**config.mk**
```make
export PLATFORM = sky130hd
export DESIGN_NAME = socks5_request_reply_parser_core_flat
export DESIGN_NICKNAME = d
export VERILOG_FILES = /design/src/srrp_pkg.sv /design/src/srrp_chan_if.sv /design/src/srrp_front.sv /design/src/srrp_queue.sv /design/src/srrp_back.sv /design/src/socks5_request_reply_parser_core.sv /design/src/flat_wrapper.sv
export SDC_FILE = /design/constraint.sdc
export NUM_CORES = 1
export LEC_CHECK = 0
export ABC_AREA = 1
export BUFFER_PORTS_ARGS = -buffer_cell sky130_fd_sc_hd__clkbuf_2
export CORE_UTILIZATION = 40
export CTS_CLUSTER_SIZE = 16
export DETAILED_ROUTE_END_ITERATION = 6
export PLACE_DENSITY = 0.54
export REMOVE_ABC_BUFFERS = 1
export SYNTH_ARGS = -nofsm -noshare
export SYNTH_HDL_FRONTEND = slang
export SYNTH_SLANG_ARGS = --single-unit
```
**constraint.sdc**
```tcl
create_clock -name clk -period 6.75 [get_ports clk]
set_input_delay 2.025 -clock clk [delete_from_list [all_inputs] [get_ports clk]]
set_output_delay 2.025 -clock clk [all_outputs]
set_load 0.01 [all_outputs]
```
**src/srrp_pkg.sv**
```systemverilog
// shared types, constants and register indexes for the socks5 request/reply parser
package srrp_pkg;

  localparam int unsigned QUEUE_DEPTH = 2;
  localparam int unsigned CFG_INDEX_W = 2;
  localparam int unsigned CFG_DATA_W  = 8;

  localparam logic [CFG_INDEX_W-1:0] CFG_EXPECTED_VERSION = 2'd0;
  localparam logic [CFG_INDEX_W-1:0] CFG_IPV4_TYPE_CODE   = 2'd1;
  localparam logic [CFG_INDEX_W-1:0] CFG_DOMAIN_TYPE_CODE = 2'd2;

  localparam logic [7:0] RST_EXPECTED_VERSION = 8'd5;
  localparam logic [7:0] RST_IPV4_TYPE_CODE   = 8'd1;
  localparam logic [7:0] RST_DOMAIN_TYPE_CODE = 8'd3;

  // header bytes plus port bytes; a message this long or shorter is too short
  localparam logic [3:0] MIN_LEN_EXCL = 4'(1 + 1 + 1 + 2 + 2);
  localparam logic [3:0] LEN_SAT      = 4'd8;
  localparam logic [7:0] IPV4_LEN     = 8'd4;

  typedef enum logic [3:0] {
    PH_VER, PH_CODE, PH_RSV, PH_TYPE, PH_IPV4, PH_DLEN, PH_DOM,
    PH_PHI, PH_PLO, PH_TRAIL, PH_BADTYPE
  } phase_t;

  typedef enum logic [2:0] {
    ST_OK, ST_TOO_SHORT, ST_BAD_VERSION, ST_BAD_TYPE, ST_SHORT_ADDR, ST_SHORT_PORT
  } status_t;

  typedef struct packed {
    logic [7:0] data_byte;
    logic       last;
  } in_beat_t;

  typedef struct packed {
    logic       addr_valid;
    logic [7:0] addr_byte;
    logic       done_res;
    logic [2:0] status;
    logic [7:0] code;
    logic [7:0] addr_type;
    logic [15:0] port;
  } out_beat_t;

  // classified byte handed from front to back
  typedef struct packed {
    logic        addr_valid;
    logic [7:0]  addr_byte;
    logic        last;
    logic        too_short;
    logic        version_bad;
    phase_t      phase;
    logic [7:0]  code;
    logic [7:0]  addr_type;
    logic [15:0] port;
  } work_t;

endpackage

```
**src/srrp_chan_if.sv**
```systemverilog
// valid/ready channel carrying one beat of a given payload type
interface srrp_chan_if #(parameter type payload_t = logic) ();
  logic     valid;
  logic     ready;
  payload_t payload;

  modport source(output valid, output payload, input ready);
  modport sink(input valid, input payload, output ready);
endinterface

```
**src/srrp_front.sv**
```systemverilog
// front end: configuration registers, byte parser and classification of each beat
module srrp_front (
  input  logic                                clk,
  input  logic                                rst,
  input  logic                                cfg_wr_en,
  input  logic [srrp_pkg::CFG_INDEX_W-1:0]    cfg_index,
  input  logic [srrp_pkg::CFG_DATA_W-1:0]     cfg_data,
  srrp_chan_if.sink                           in_chan,
  input  logic                                queue_full,
  output logic                                push,
  output srrp_pkg::work_t                     push_data
);

  logic [7:0] expected_version;
  logic [7:0] ipv4_type_code;
  logic [7:0] domain_type_code;

  srrp_pkg::phase_t phase, phase_next;
  logic [3:0]  length_seen, length_seen_next;
  logic [7:0]  address_remaining, address_remaining_next;
  logic [7:0]  code_held, code_held_next;
  logic [7:0]  type_held, type_held_next;
  logic        version_bad, version_bad_next;
  logic [15:0] port_held, port_held_next;

  logic [7:0]  b;
  logic        addr_valid;
  logic [7:0]  rem_dec;

  assign in_chan.ready = !queue_full;
  assign push          = in_chan.valid && in_chan.ready;
  assign b             = in_chan.payload.data_byte;

  always_ff @(posedge clk) begin
    if (rst) begin
      expected_version <= srrp_pkg::RST_EXPECTED_VERSION;
      ipv4_type_code   <= srrp_pkg::RST_IPV4_TYPE_CODE;
      domain_type_code <= srrp_pkg::RST_DOMAIN_TYPE_CODE;
    end else if (cfg_wr_en) begin
      case (cfg_index)
        srrp_pkg::CFG_EXPECTED_VERSION: expected_version <= cfg_data;
        srrp_pkg::CFG_IPV4_TYPE_CODE:   ipv4_type_code   <= cfg_data;
        srrp_pkg::CFG_DOMAIN_TYPE_CODE: domain_type_code <= cfg_data;
        default: ;
      endcase
    end
  end

  always_comb begin
    phase_next             = phase;
    length_seen_next       = (length_seen < srrp_pkg::LEN_SAT) ? length_seen + 4'd1
                                                               : length_seen;
    address_remaining_next = address_remaining;
    code_held_next         = code_held;
    type_held_next         = type_held;
    version_bad_next       = version_bad;
    port_held_next         = port_held;
    addr_valid             = 1'b0;
    rem_dec                = (address_remaining != 8'd0) ? address_remaining - 8'd1
                                                         : address_remaining;

    case (phase)
      srrp_pkg::PH_VER: begin
        version_bad_next = (b != expected_version);
        phase_next       = srrp_pkg::PH_CODE;
      end
      srrp_pkg::PH_CODE: begin
        code_held_next = b;
        phase_next     = srrp_pkg::PH_RSV;
      end
      srrp_pkg::PH_RSV: begin
        phase_next = srrp_pkg::PH_TYPE;
      end
      srrp_pkg::PH_TYPE: begin
        type_held_next = b;
        if (b == ipv4_type_code) begin
          address_remaining_next = srrp_pkg::IPV4_LEN;
          phase_next             = srrp_pkg::PH_IPV4;
        end else if (b == domain_type_code) begin
          phase_next = srrp_pkg::PH_DLEN;
        end else begin
          phase_next = srrp_pkg::PH_BADTYPE;
        end
      end
      srrp_pkg::PH_IPV4, srrp_pkg::PH_DOM: begin
        addr_valid             = 1'b1;
        address_remaining_next = rem_dec;
        if (rem_dec == 8'd0) phase_next = srrp_pkg::PH_PHI;
      end
      srrp_pkg::PH_DLEN: begin
        address_remaining_next = b;
        phase_next = (b == 8'd0) ? srrp_pkg::PH_PHI : srrp_pkg::PH_DOM;
      end
      srrp_pkg::PH_PHI: begin
        port_held_next = {b, 8'd0};
        phase_next     = srrp_pkg::PH_PLO;
      end
      srrp_pkg::PH_PLO: begin
        port_held_next = {port_held[15:8], b};
        phase_next     = srrp_pkg::PH_TRAIL;
      end
      default: ;
    endcase

    push_data.addr_valid  = addr_valid;
    push_data.addr_byte   = addr_valid ? b : 8'd0;
    push_data.last        = in_chan.payload.last;
    push_data.too_short   = (length_seen_next <= srrp_pkg::MIN_LEN_EXCL);
    push_data.version_bad = version_bad_next;
    push_data.phase       = phase_next;
    push_data.code        = code_held_next;
    push_data.addr_type   = type_held_next;
    push_data.port        = port_held_next;

    // closing byte starts a fresh message
    if (in_chan.payload.last) begin
      phase_next             = srrp_pkg::PH_VER;
      length_seen_next       = 4'd0;
      address_remaining_next = 8'd0;
      code_held_next         = 8'd0;
      type_held_next         = 8'd0;
      version_bad_next       = 1'b0;
      port_held_next         = 16'd0;
    end
  end

  always_ff @(posedge clk) begin
    if (rst) begin
      phase             <= srrp_pkg::PH_VER;
      length_seen       <= 4'd0;
      address_remaining <= 8'd0;
      code_held         <= 8'd0;
      type_held         <= 8'd0;
      version_bad       <= 1'b0;
      port_held         <= 16'd0;
    end else if (push) begin
      phase             <= phase_next;
      length_seen       <= length_seen_next;
      address_remaining <= address_remaining_next;
      code_held         <= code_held_next;
      type_held         <= type_held_next;
      version_bad       <= version_bad_next;
      port_held         <= port_held_next;
    end
  end

endmodule

```
**src/srrp_queue.sv**
```systemverilog
// short fifo of classified beats between front and back
module srrp_queue #(
  parameter int unsigned DEPTH = srrp_pkg::QUEUE_DEPTH
) (
  input  logic            clk,
  input  logic            rst,
  input  logic            push,
  input  srrp_pkg::work_t push_data,
  output logic            full,
  input  logic            pop_ready,
  output logic            pop_valid,
  output srrp_pkg::work_t pop_data
);

  localparam int unsigned PTR_W = (DEPTH > 1) ? $clog2(DEPTH) : 1;
  localparam int unsigned CNT_W = $clog2(DEPTH + 1);
  localparam logic [PTR_W-1:0] LAST_PTR = PTR_W'(DEPTH - 1);

  srrp_pkg::work_t entries [DEPTH];
  logic [PTR_W-1:0] wr_ptr;
  logic [PTR_W-1:0] rd_ptr;
  logic [CNT_W-1:0] count;
  logic             pop;

  assign full      = (count == CNT_W'(DEPTH));
  assign pop_valid = (count != '0);
  assign pop_data  = entries[rd_ptr];
  assign pop       = pop_valid && pop_ready;

  always_ff @(posedge clk) begin
    if (push) entries[wr_ptr] <= push_data;
  end

  always_ff @(posedge clk) begin
    if (rst) begin
      wr_ptr <= '0;
      rd_ptr <= '0;
      count  <= '0;
    end else begin
      if (push) wr_ptr <= (wr_ptr == LAST_PTR) ? '0 : wr_ptr + 1'b1;
      if (pop)  rd_ptr <= (rd_ptr == LAST_PTR) ? '0 : rd_ptr + 1'b1;
      case ({push, pop})
        2'b10:   count <= count + 1'b1;
        2'b01:   count <= count - 1'b1;
        default: count <= count;
      endcase
    end
  end

endmodule

```
**src/srrp_back.sv**
```systemverilog
// back end: status resolution and registered result output
module srrp_back (
  input  logic            clk,
  input  logic            rst,
  input  logic            pop_valid,
  input  srrp_pkg::work_t pop_data,
  output logic            pop_ready,
  srrp_chan_if.source     out_chan
);

  srrp_pkg::out_beat_t result;
  srrp_pkg::status_t   status;
  logic                load;

  assign load      = !out_chan.valid || out_chan.ready;
  assign pop_ready = load;

  always_comb begin
    if (pop_data.too_short)
      status = srrp_pkg::ST_TOO_SHORT;
    else if (pop_data.version_bad)
      status = srrp_pkg::ST_BAD_VERSION;
    else if (pop_data.phase == srrp_pkg::PH_BADTYPE)
      status = srrp_pkg::ST_BAD_TYPE;
    else if (pop_data.phase == srrp_pkg::PH_IPV4 || pop_data.phase == srrp_pkg::PH_DLEN ||
             pop_data.phase == srrp_pkg::PH_DOM)
      status = srrp_pkg::ST_SHORT_ADDR;
    else if (pop_data.phase == srrp_pkg::PH_PHI || pop_data.phase == srrp_pkg::PH_PLO)
      status = srrp_pkg::ST_SHORT_PORT;
    else
      status = srrp_pkg::ST_OK;

    result.addr_valid = pop_data.addr_valid;
    result.addr_byte  = pop_data.addr_byte;
    result.done_res   = pop_data.last;
    result.status     = pop_data.last ? status : srrp_pkg::ST_OK;
    result.code       = pop_data.last ? pop_data.code : 8'd0;
    result.addr_type  = pop_data.last ? pop_data.addr_type : 8'd0;
    result.port       = (pop_data.last && status == srrp_pkg::ST_OK) ? pop_data.port
                                                                     : 16'd0;
  end

  always_ff @(posedge clk) begin
    if (rst) begin
      out_chan.valid <= 1'b0;
    end else if (load) begin
      out_chan.valid <= pop_valid;
    end
  end

  always_ff @(posedge clk) begin
    if (load && pop_valid) out_chan.payload <= result;
  end

endmodule

```
**src/socks5_request_reply_parser_core.sv**
```systemverilog
// top level of the socks5 request/reply byte parser
// Takes one message byte per beat and returns one result beat per byte, one
// byte per clock sustained while the output is not stalled: the parser state
// is updated for each accepted byte in the front end, and a short fifo plus
// an output register decouple it from the consumer. Each accepted byte is
// classified into the fifo, then its result goes to the output register and
// is held there until taken. Address octets and domain characters come out
// flagged with addr_valid as they arrive; the byte marked last carries
// done_res with the status, code, address type and port, and the parser
// then starts over. Configuration writes are taken at any time but should
// be made while no message is in flight.
module socks5_request_reply_parser_core #(
  parameter int unsigned QUEUE_DEPTH = srrp_pkg::QUEUE_DEPTH
) (
  input  logic                             clk,
  input  logic                             rst,
  input  logic                             cfg_wr_en,
  input  logic [srrp_pkg::CFG_INDEX_W-1:0] cfg_index,
  input  logic [srrp_pkg::CFG_DATA_W-1:0]  cfg_data,
  srrp_chan_if.sink                        in_chan,
  srrp_chan_if.source                      out_chan
);

  logic            push;
  srrp_pkg::work_t push_data;
  logic            queue_full;
  logic            pop_ready;
  logic            pop_valid;
  srrp_pkg::work_t pop_data;

  srrp_front u_front (
    .clk        (clk),
    .rst        (rst),
    .cfg_wr_en  (cfg_wr_en),
    .cfg_index  (cfg_index),
    .cfg_data   (cfg_data),
    .in_chan    (in_chan),
    .queue_full (queue_full),
    .push       (push),
    .push_data  (push_data)
  );

  srrp_queue #(.DEPTH(QUEUE_DEPTH)) u_queue (
    .clk       (clk),
    .rst       (rst),
    .push      (push),
    .push_data (push_data),
    .full      (queue_full),
    .pop_ready (pop_ready),
    .pop_valid (pop_valid),
    .pop_data  (pop_data)
  );

  srrp_back u_back (
    .clk       (clk),
    .rst       (rst),
    .pop_valid (pop_valid),
    .pop_data  (pop_data),
    .pop_ready (pop_ready),
    .out_chan  (out_chan)
  );

  a_no_push_when_full: assert property (@(posedge clk) disable iff (rst)
    queue_full |-> !push)
    else $error("push into full queue");

  a_idle_after_reset: assert property (@(posedge clk)
    $past(rst) |-> !out_chan.valid)
    else $error("result valid right after reset");

  a_fields_only_on_done: assert property (@(posedge clk) disable iff (rst)
    (out_chan.valid && !out_chan.payload.done_res) |->
      (out_chan.payload.status == srrp_pkg::ST_OK && out_chan.payload.code == 8'd0 &&
       out_chan.payload.addr_type == 8'd0 && out_chan.payload.port == 16'd0))
    else $error("message fields set on a beat that is not last");

  a_port_only_when_ok: assert property (@(posedge clk) disable iff (rst)
    (out_chan.valid && out_chan.payload.status != srrp_pkg::ST_OK) |->
      out_chan.payload.port == 16'd0)
    else $error("port reported with a failing status");

endmodule

```
**src/flat_wrapper.sv**
```systemverilog
// flat-port wrapper written by rule: the top's interface ports become plain ports
module socks5_request_reply_parser_core_flat import srrp_pkg::*;
#(
  parameter int unsigned QUEUE_DEPTH = srrp_pkg::QUEUE_DEPTH
)
  (clk, rst, cfg_wr_en, cfg_index, cfg_data, in_chan_valid, in_chan_payload, in_chan_ready, out_chan_valid, out_chan_payload, out_chan_ready);
  srrp_chan_if #(.payload_t(in_beat_t)) in_chan_i ();
  srrp_chan_if #(.payload_t(out_beat_t)) out_chan_i ();
  input  logic clk;
  input  logic rst;
  input  logic cfg_wr_en;
  input  logic [srrp_pkg::CFG_INDEX_W-1:0] cfg_index;
  input  logic [srrp_pkg::CFG_DATA_W-1:0] cfg_data;
  input wire logic [$bits(in_chan_i.valid)-1:0] in_chan_valid;
  input wire logic [$bits(in_chan_i.payload)-1:0] in_chan_payload;
  output wire logic [$bits(in_chan_i.ready)-1:0] in_chan_ready;
  output wire logic [$bits(out_chan_i.valid)-1:0] out_chan_valid;
  output wire logic [$bits(out_chan_i.payload)-1:0] out_chan_payload;
  input wire logic [$bits(out_chan_i.ready)-1:0] out_chan_ready;
  assign in_chan_i.valid = in_chan_valid;
  assign in_chan_i.payload = in_chan_payload;
  assign in_chan_ready = in_chan_i.ready;
  assign out_chan_valid = out_chan_i.valid;
  assign out_chan_payload = out_chan_i.payload;
  assign out_chan_i.ready = out_chan_ready;
  socks5_request_reply_parser_core #(.QUEUE_DEPTH(QUEUE_DEPTH)) u_core (.clk(clk), .rst(rst), .cfg_wr_en(cfg_wr_en), .cfg_index(cfg_index), .cfg_data(cfg_data), .in_chan(in_chan_i), .out_chan(out_chan_i));
endmodule
```
* After elaboration in Yosys (flattened, before gate mapping)
Memory sizes are Yosys's and may differ from the RTL's. A register that Yosys moved wholly into a read port is not among the register bits.
Cells that the tools add are included.
W data, S select, Z words.
** Word-level totals
- Logic and storage cells :: 110
- Latch bits :: 0
- Register bits :: 123
- Memory bits (writable) :: 96
- Output and inout port bits :: 47
- Memories kept :: 1
- Bits of input ports :: 24
- Memory bits (read-only) :: 0
** Operators by class
- $mul :: 0
- Shifts and indexed selects :: 0
- Mux-type cells :: 34
- Reduce and logical (&&, ||, !) cells :: 23
- $lt $le $gt $ge :: 2
- Equality and inequality tests :: 23
- Bitwise logic cells :: 0
- Add/sub/neg operators :: 6
- Divide/modulo/power cells :: 0
** Memory list
- u_core.u_queue.entries :: depth 2, width 48, read ports 1, clocked after memory_dff 1, wr ports 1, RTL line srrp_queue.sv:19 : srrp_pkg::work_t entries [DEPTH];
** Operators with widths (count)
- $mux W8 :: 8
- $eq A4 B3 Y1 const B :: 8
- $pmux W16 S2 :: 1
- $pmux W4 S8 :: 1
- $mux W4 :: 6
- $pmux W8 S3 :: 1
- $eq A8 B8 Y1 :: 2
- $logic_not A8 Y1 :: 2
- $mux W16 :: 1
- $mux W3 :: 5
- $eq A4 B4 Y1 const B :: 3
- $mux W1 :: 10
- $eq A4 B2 Y1 const B :: 2
- $ne A8 B8 Y1 :: 1
- $reduce_bool A8 Y1 :: 1
- $sub A8 B1 Y8 const B :: 1
- $eq A2 B2 Y1 const B :: 3
- $reduce_and A2 Y1 :: 3
- $add A4 B1 Y4 const B :: 1
- $eq A2 B1 Y1 const B :: 2
- $eq A4 B1 Y1 const B :: 1
- $le A4 B3 Y1 const B :: 1
- $logic_not A4 Y1 :: 1
- $logic_or A1 B1 Y1 :: 4
- 14 further kinds :: 19

* Depth between registers and ports, before layout
- Depth in word-level cells :: 9
- Mapped depth :: 14
- Mapped depth without buffers :: 14

* Cells and area by module
From an unflattened synthesis, not the netlist that was laid out.
** Second synthesis, totals
- Cell total of the unflattened synthesis :: 955
- Area total of the unflattened synthesis :: 9555.4 µm²
** Modules (own cells, without submodules)
- srrp_front :: area each 3905.0 µm², cells each 624, seq. area each 1461.4 µm², times used 1
- srrp_queue :: area each 3778.6 µm², cells each 186, seq. area each 2982.9 µm², times used 1
- srrp_back :: area each 1871.8 µm², cells each 145, seq. area each 1371.3 µm², times used 1

* Worst setup path after synthesis
No wires, ideal clock.
- Path type :: input-to-reg
- Start :: in out_chan_ready
- End :: reg u_core.u_queue.count[1]
- Buffers on the path :: 0
- Path slack :: 1.227 ns
- Arrival :: 5.401 ns
- Data required time :: 6.628 ns
- Setup time :: 0.122 ns
- Stages :: 7
- Path through :: nor2_1 > a21oi_1 > ha_1 > a21oi_1 > o21ai_0 > o21ai_0 > a21oi_1
** On the way
- Cells in the longest elaborated chain, start to end :: 4
- Elaborated cells between the ends (all ways) :: 6
- Those cells by class :: eq/ne: 2; mux: 1; reduce/logical: 3
** RTL lines
- start: declaration :: RTL line flat_wrapper.sv:19 : input wire logic [$bits(out_chan_i.ready)-1:0] out_chan_ready;
- $logic_or A1 B1 Y1 * :: RTL line srrp_back.sv:15 : assign load = !out_chan.valid || out_chan.ready;
- $logic_and A1 B1 Y1 * :: RTL line srrp_queue.sv:28 : assign pop = pop_valid && pop_ready;
- net u_core.u_queue.pop :: RTL line srrp_queue.sv:23 : logic pop;
- $eq A2 B1 Y1 / $eq A2 B2 Y1 (equally long branches) :: RTL line srrp_queue.sv:42 : case ({push, pop})
- $pmux W2 S2 / $reduce_bool A2 Y1 (equally long branches)
- end signal: assignment :: RTL line srrp_queue.sv:43 : 2'b10: count <= count + 1'b1;
- end signal: assignment :: RTL line srrp_queue.sv:44 : 2'b01: count <= count - 1'b1;
- end signal: assignment :: RTL line srrp_queue.sv:45 : default: count <= count;
- end: declaration :: RTL line srrp_queue.sv:22 : logic [CNT_W-1:0] count;
The timed path passes the listed nets; every way through them passes the cells marked *.
A chain may end at the register's enable or synchronous reset.

* Worst setup path after layout
- Start :: in in_chan_valid
- End :: mem u_core.u_queue.entries[1][22] (netlist name), enable pin
** On the way
- Cells in the longest elaborated chain, start to end :: 3
** RTL lines
- start: declaration :: RTL line flat_wrapper.sv:14 : input wire logic [$bits(in_chan_i.valid)-1:0] in_chan_valid;
- $logic_and A1 B1 Y1 :: RTL line srrp_front.sv:31 : assign push = in_chan.valid && in_chan.ready;
- $mux W1 :: RTL line srrp_queue.sv:31 : if (push) entries[wr_ptr] <= push_data;
- $mux W1 (not written as such) :: RTL line srrp_queue.sv:31
- end: declaration :: RTL line srrp_queue.sv:19
No other way between the ends.

==> impl_metrics.csv <==
group,metric,value,unit
outcome,status,"complete, no violations",
die,die_w,153.3,um
sta,totalNegativeSetupSlack,0,ps
power_and_ir_drop,vdd_drop_max,0.0001567,V
synthesis,synth_flop_cell,"edfxtp_1",
sta,slew-limit-headroom,29.21,%
setup_path,critPathKind,"primary input to flip-flop",
synthesis,syn_area_per_cell,10.21,um^2
clock_network,cts_hold_buf,0,
grt,grt_pass1_wl,31.28,mm
power_and_ir_drop,p_leak,4.035,nW
die,die_area,0.02350,mm^2
grt,grtUsageTotal,16.81,%
setup_path,cp.depth,4,
cells_and_area,final_area,0.01051,mm^2
drt,wl_per_cell,15.27,um
clock_network,clk_latency,520,ps
grt,grt_overflow,0,
place,dpl_cell_area,0.009766,mm^2
place,place.gp.congestion,0.7964,
grt,antenna_found_initial,1,
die,core-area,0.02216,mm^2
sta,drv_slew,0,
setup_path,rr_worst_depth,5,
drt,vias_per_cell,4.919,
synthesis,yosysTopAreaCell,"edfxtp_1",
setup_path,endpoint_kind,"flip-flop",
setup_path,worstSetupEndpoint,"u_core.u_queue.entries[1][22]",
setup_path,worst_path_max_delay_cell,"nor2_4",
drt,postRouteAntennaNets,0,
synthesis,ys_async_sr_fraction,0,%
synthesis,synth_enable_flop_cells,141,
synthesis,synth.most_common_cell,"nand2_1",
drt,vias,6213,
setup_path,cp-start-kind,"primary input",
cells_and_area,nets,993,
sta,min_period_over_period,56.21,%
setup_path,path_buf_inv,2,
cells_and_area,area_delta_synth_final,14.79,%
synthesis,synth_cell_types,37,
place,dp.cells,1220,
setup_path,slowest_delay,1010,ps
synthesis,yosysTopAreaCellShare,46.25,%
drt,firstDrtPassIters,5,
place,portBuffers,70,
sta,final_hold_viol_count,0,
clock_network,cts_tree,"built",
setup_path,required,6940,ps
clock_network,clk_pin_slew,60,ps
power_and_ir_drop,p_per_area,362.5,mW/mm^2
synthesis,synth-seq-cells,220,
place,dp_hpwl,11.86,mm
setup_path,arrival,3980,ps
min_path,worstHoldPathType,"flip-flop to flip-flop",
die,die-height,153.3,um
grt,grt_max_degree,54,
synthesis,syn_inst,897,
job,maxCapViolations,0,
clock_network,cts_num_sinks,220,
sta,fmaxAchievable,263.5,MHz
sta,clock_skew,22.51,ps
setup_path,path_cells,"clkbuf_2, nand2_1, nor2_4, buf_4",
setup_path,reg2reg_setup_slack,4020,ps
synthesis,yosys_warnings,0,
clock_network,htree_levels,1,
die,io_pins,71,
sta,min_period,3794,ps
clock_network,cts-resized-gates,0,
cells_and_area,fin_cells,1263,
drt,route.detailed.drc,0,
cells_and_area,diodes,0,
clock_network,numCtsBuffers,24,
drt,finalWirelength,19.29,mm
synthesis,synth_area,0.009155,mm^2
cells_and_area,drive_above_1_share,16.28,%
cells_and_area,fin_util,47.42,%
setup_path,crit_fanout,33,
grt,grt_pass1_vias,5909,
synthesis,synthTopCellsByArea,"edfxtp_1 (46%), dfxtp_1 (17%), nand2_1 (9.1%), a21oi_1 (3.8%), o21ai_0 (3.3%)",
synthesis,yosysSeqAreaShare,63.52,%
sta,worst_pin_slew,1059,ps
clock_network,postCtsSetupBuffers,0,
drt,drt-initial-drc-count,442,
setup_path,startpoint,"in_chan_valid",
sta,setup_viol,0,
setup_path,r2r-end,"u_core.u_queue.entries[1][22]",
clock_network,clockRootBuffer,"clkbuf_16",
setup_path,crit_family,"simple AND/OR/NAND/NOR gates",
die,rows,54,
die,start_util,41.31,%
setup_path,r2r_start,"u_core.u_queue.count[0]",
clock_network,clock_path_buffers,3,
synthesis,synth_commonest_cells,"nand2_1 (222), edfxtp_1 (141), dfxtp_1 (79)",
sta,rsz0062_at_grt,"false",
[how the worst min path moves through the flow]
stage / startpoint / to / slack (ps) / depth (start not counted)
CTS: u_core.u_queue.rd_ptr / flip-flop / 450 / 1
detailed placement: u_core.u_queue.rd_ptr / flip-flop / 440 / 1
global placement: u_core.u_queue.rd_ptr / flip-flop / 430 / 1
finish: u_core.u_queue.rd_ptr / flip-flop / 450 / 1
global route: u_core.u_queue.rd_ptr / flip-flop / 480 / 1
floorplan: u_core.u_queue.rd_ptr / flip-flop / 430 / 1
[registers in the layout, summed over array words and instances, names as in the netlist, named ones only]
| signal | cells |
|---|---|
| u_core.u_front.version_bad | 1 |
| u_core.u_queue.entries | 96 |
| u_core.u_queue.rd_ptr | 1 |
| u_core.u_front.port_held | 16 |
| u_core.u_queue.count | 2 |
| u_core.u_queue.wr_ptr | 1 |
| u_core.u_front.length_seen | 4 |
| u_core.u_front.address_remaining | 8 |
| u_core.u_back.out_chan.payload | 45 |
| u_core.u_front.code_held | 8 |
| u_core.u_front.expected_version | 8 |
| u_core.u_front.domain_type_code | 8 |
| u_core.u_front.type_held | 8 |
| u_core.u_front.phase | 4 |
| u_core.u_back.out_chan.valid | 1 |
| u_core.u_front.ipv4_type_code | 8 |
[stage by stage]
step / hold slack (ps) / power [mW] / setup slack, ps
after floorplan: 426.5 / 2.327 / 1227
after global placement: 427.5 / 2.611 / 2413
after detailed placement: 438.4 / 2.620 / 2364
after CTS: 447.2 / 3.867 / 2881
after global routing: 476.8 / 4.012 / 2793
final: 447.3 / 3.809 / 2956
[final cells by class]
type                    instances  area [um^2]
repair buffers                 77        402.9
clock buffers                  25        604.3
clock inverters                18        138.9
multi-input cells             562         2892
well taps                     280        350.3
fillers                      2121        11650
inverters                      81        304.0
flip-flops and latches        220         5817
[logic make-up (layout without fill, tap and decap cells)]
group | count (synthesis) | count (layout) | synth area share [%]
mux | 43 | 43 | 5.084
fa+ha+maj | 3 | 3 | 0.4100
compound gates | 153 | 153 | 8.761
xor+xnor | 15 | 15 | 1.435
simple gates | 348 | 348 | 15.58
buf+inv | 115 | 201 | 5.207
flops | 220 | 220 | 63.52
[placed cells by master, fill, tap and decap left out, types with 2 or more instances in the layout]
master	instances
mux2_2	25
nor2_2	3
nand2_1	222
nand4_1	5
clkinv_1	13
clkbuf_2	70
o21ai_2	3
nand2_2	2
bufinv_16	2
dfxtp_1	78
o21ai_1	8
nor2_4	3
inv_1	71
clkinv_2	2
clkbuf_16	24
mux2i_1	17
ha_1	3
nor2_1	71
o21ai_0	60
inv_2	9
xor2_1	5
edfxtp_1	141
a21boi_0	2
buf_4	7
a21oi_1	69
xnor2_1	10
nand3_1	33
o22ai_1	6
nor3_1	5
[power by group]
group / internal, mW / total (mW) / switching, mW
sequential: 1.74 / 1.80 / 0.0626
clock: 0.722 / 1.24 / 0.521
combinational: 0.273 / 0.765 / 0.492
[layer usage]
layer / wire length (um) / GRT usage, % / up-vias
met2: 8945 / 28.42 / 113
li1: - / - / 3158
met1: 9344 / 22.76 / 2913
met3: 625 / 2.410 / 29
met4: 369 / 3.896 / 0
met5: 0 / 0 / -
No activity file was read; power rests on OpenSTA's default activity.
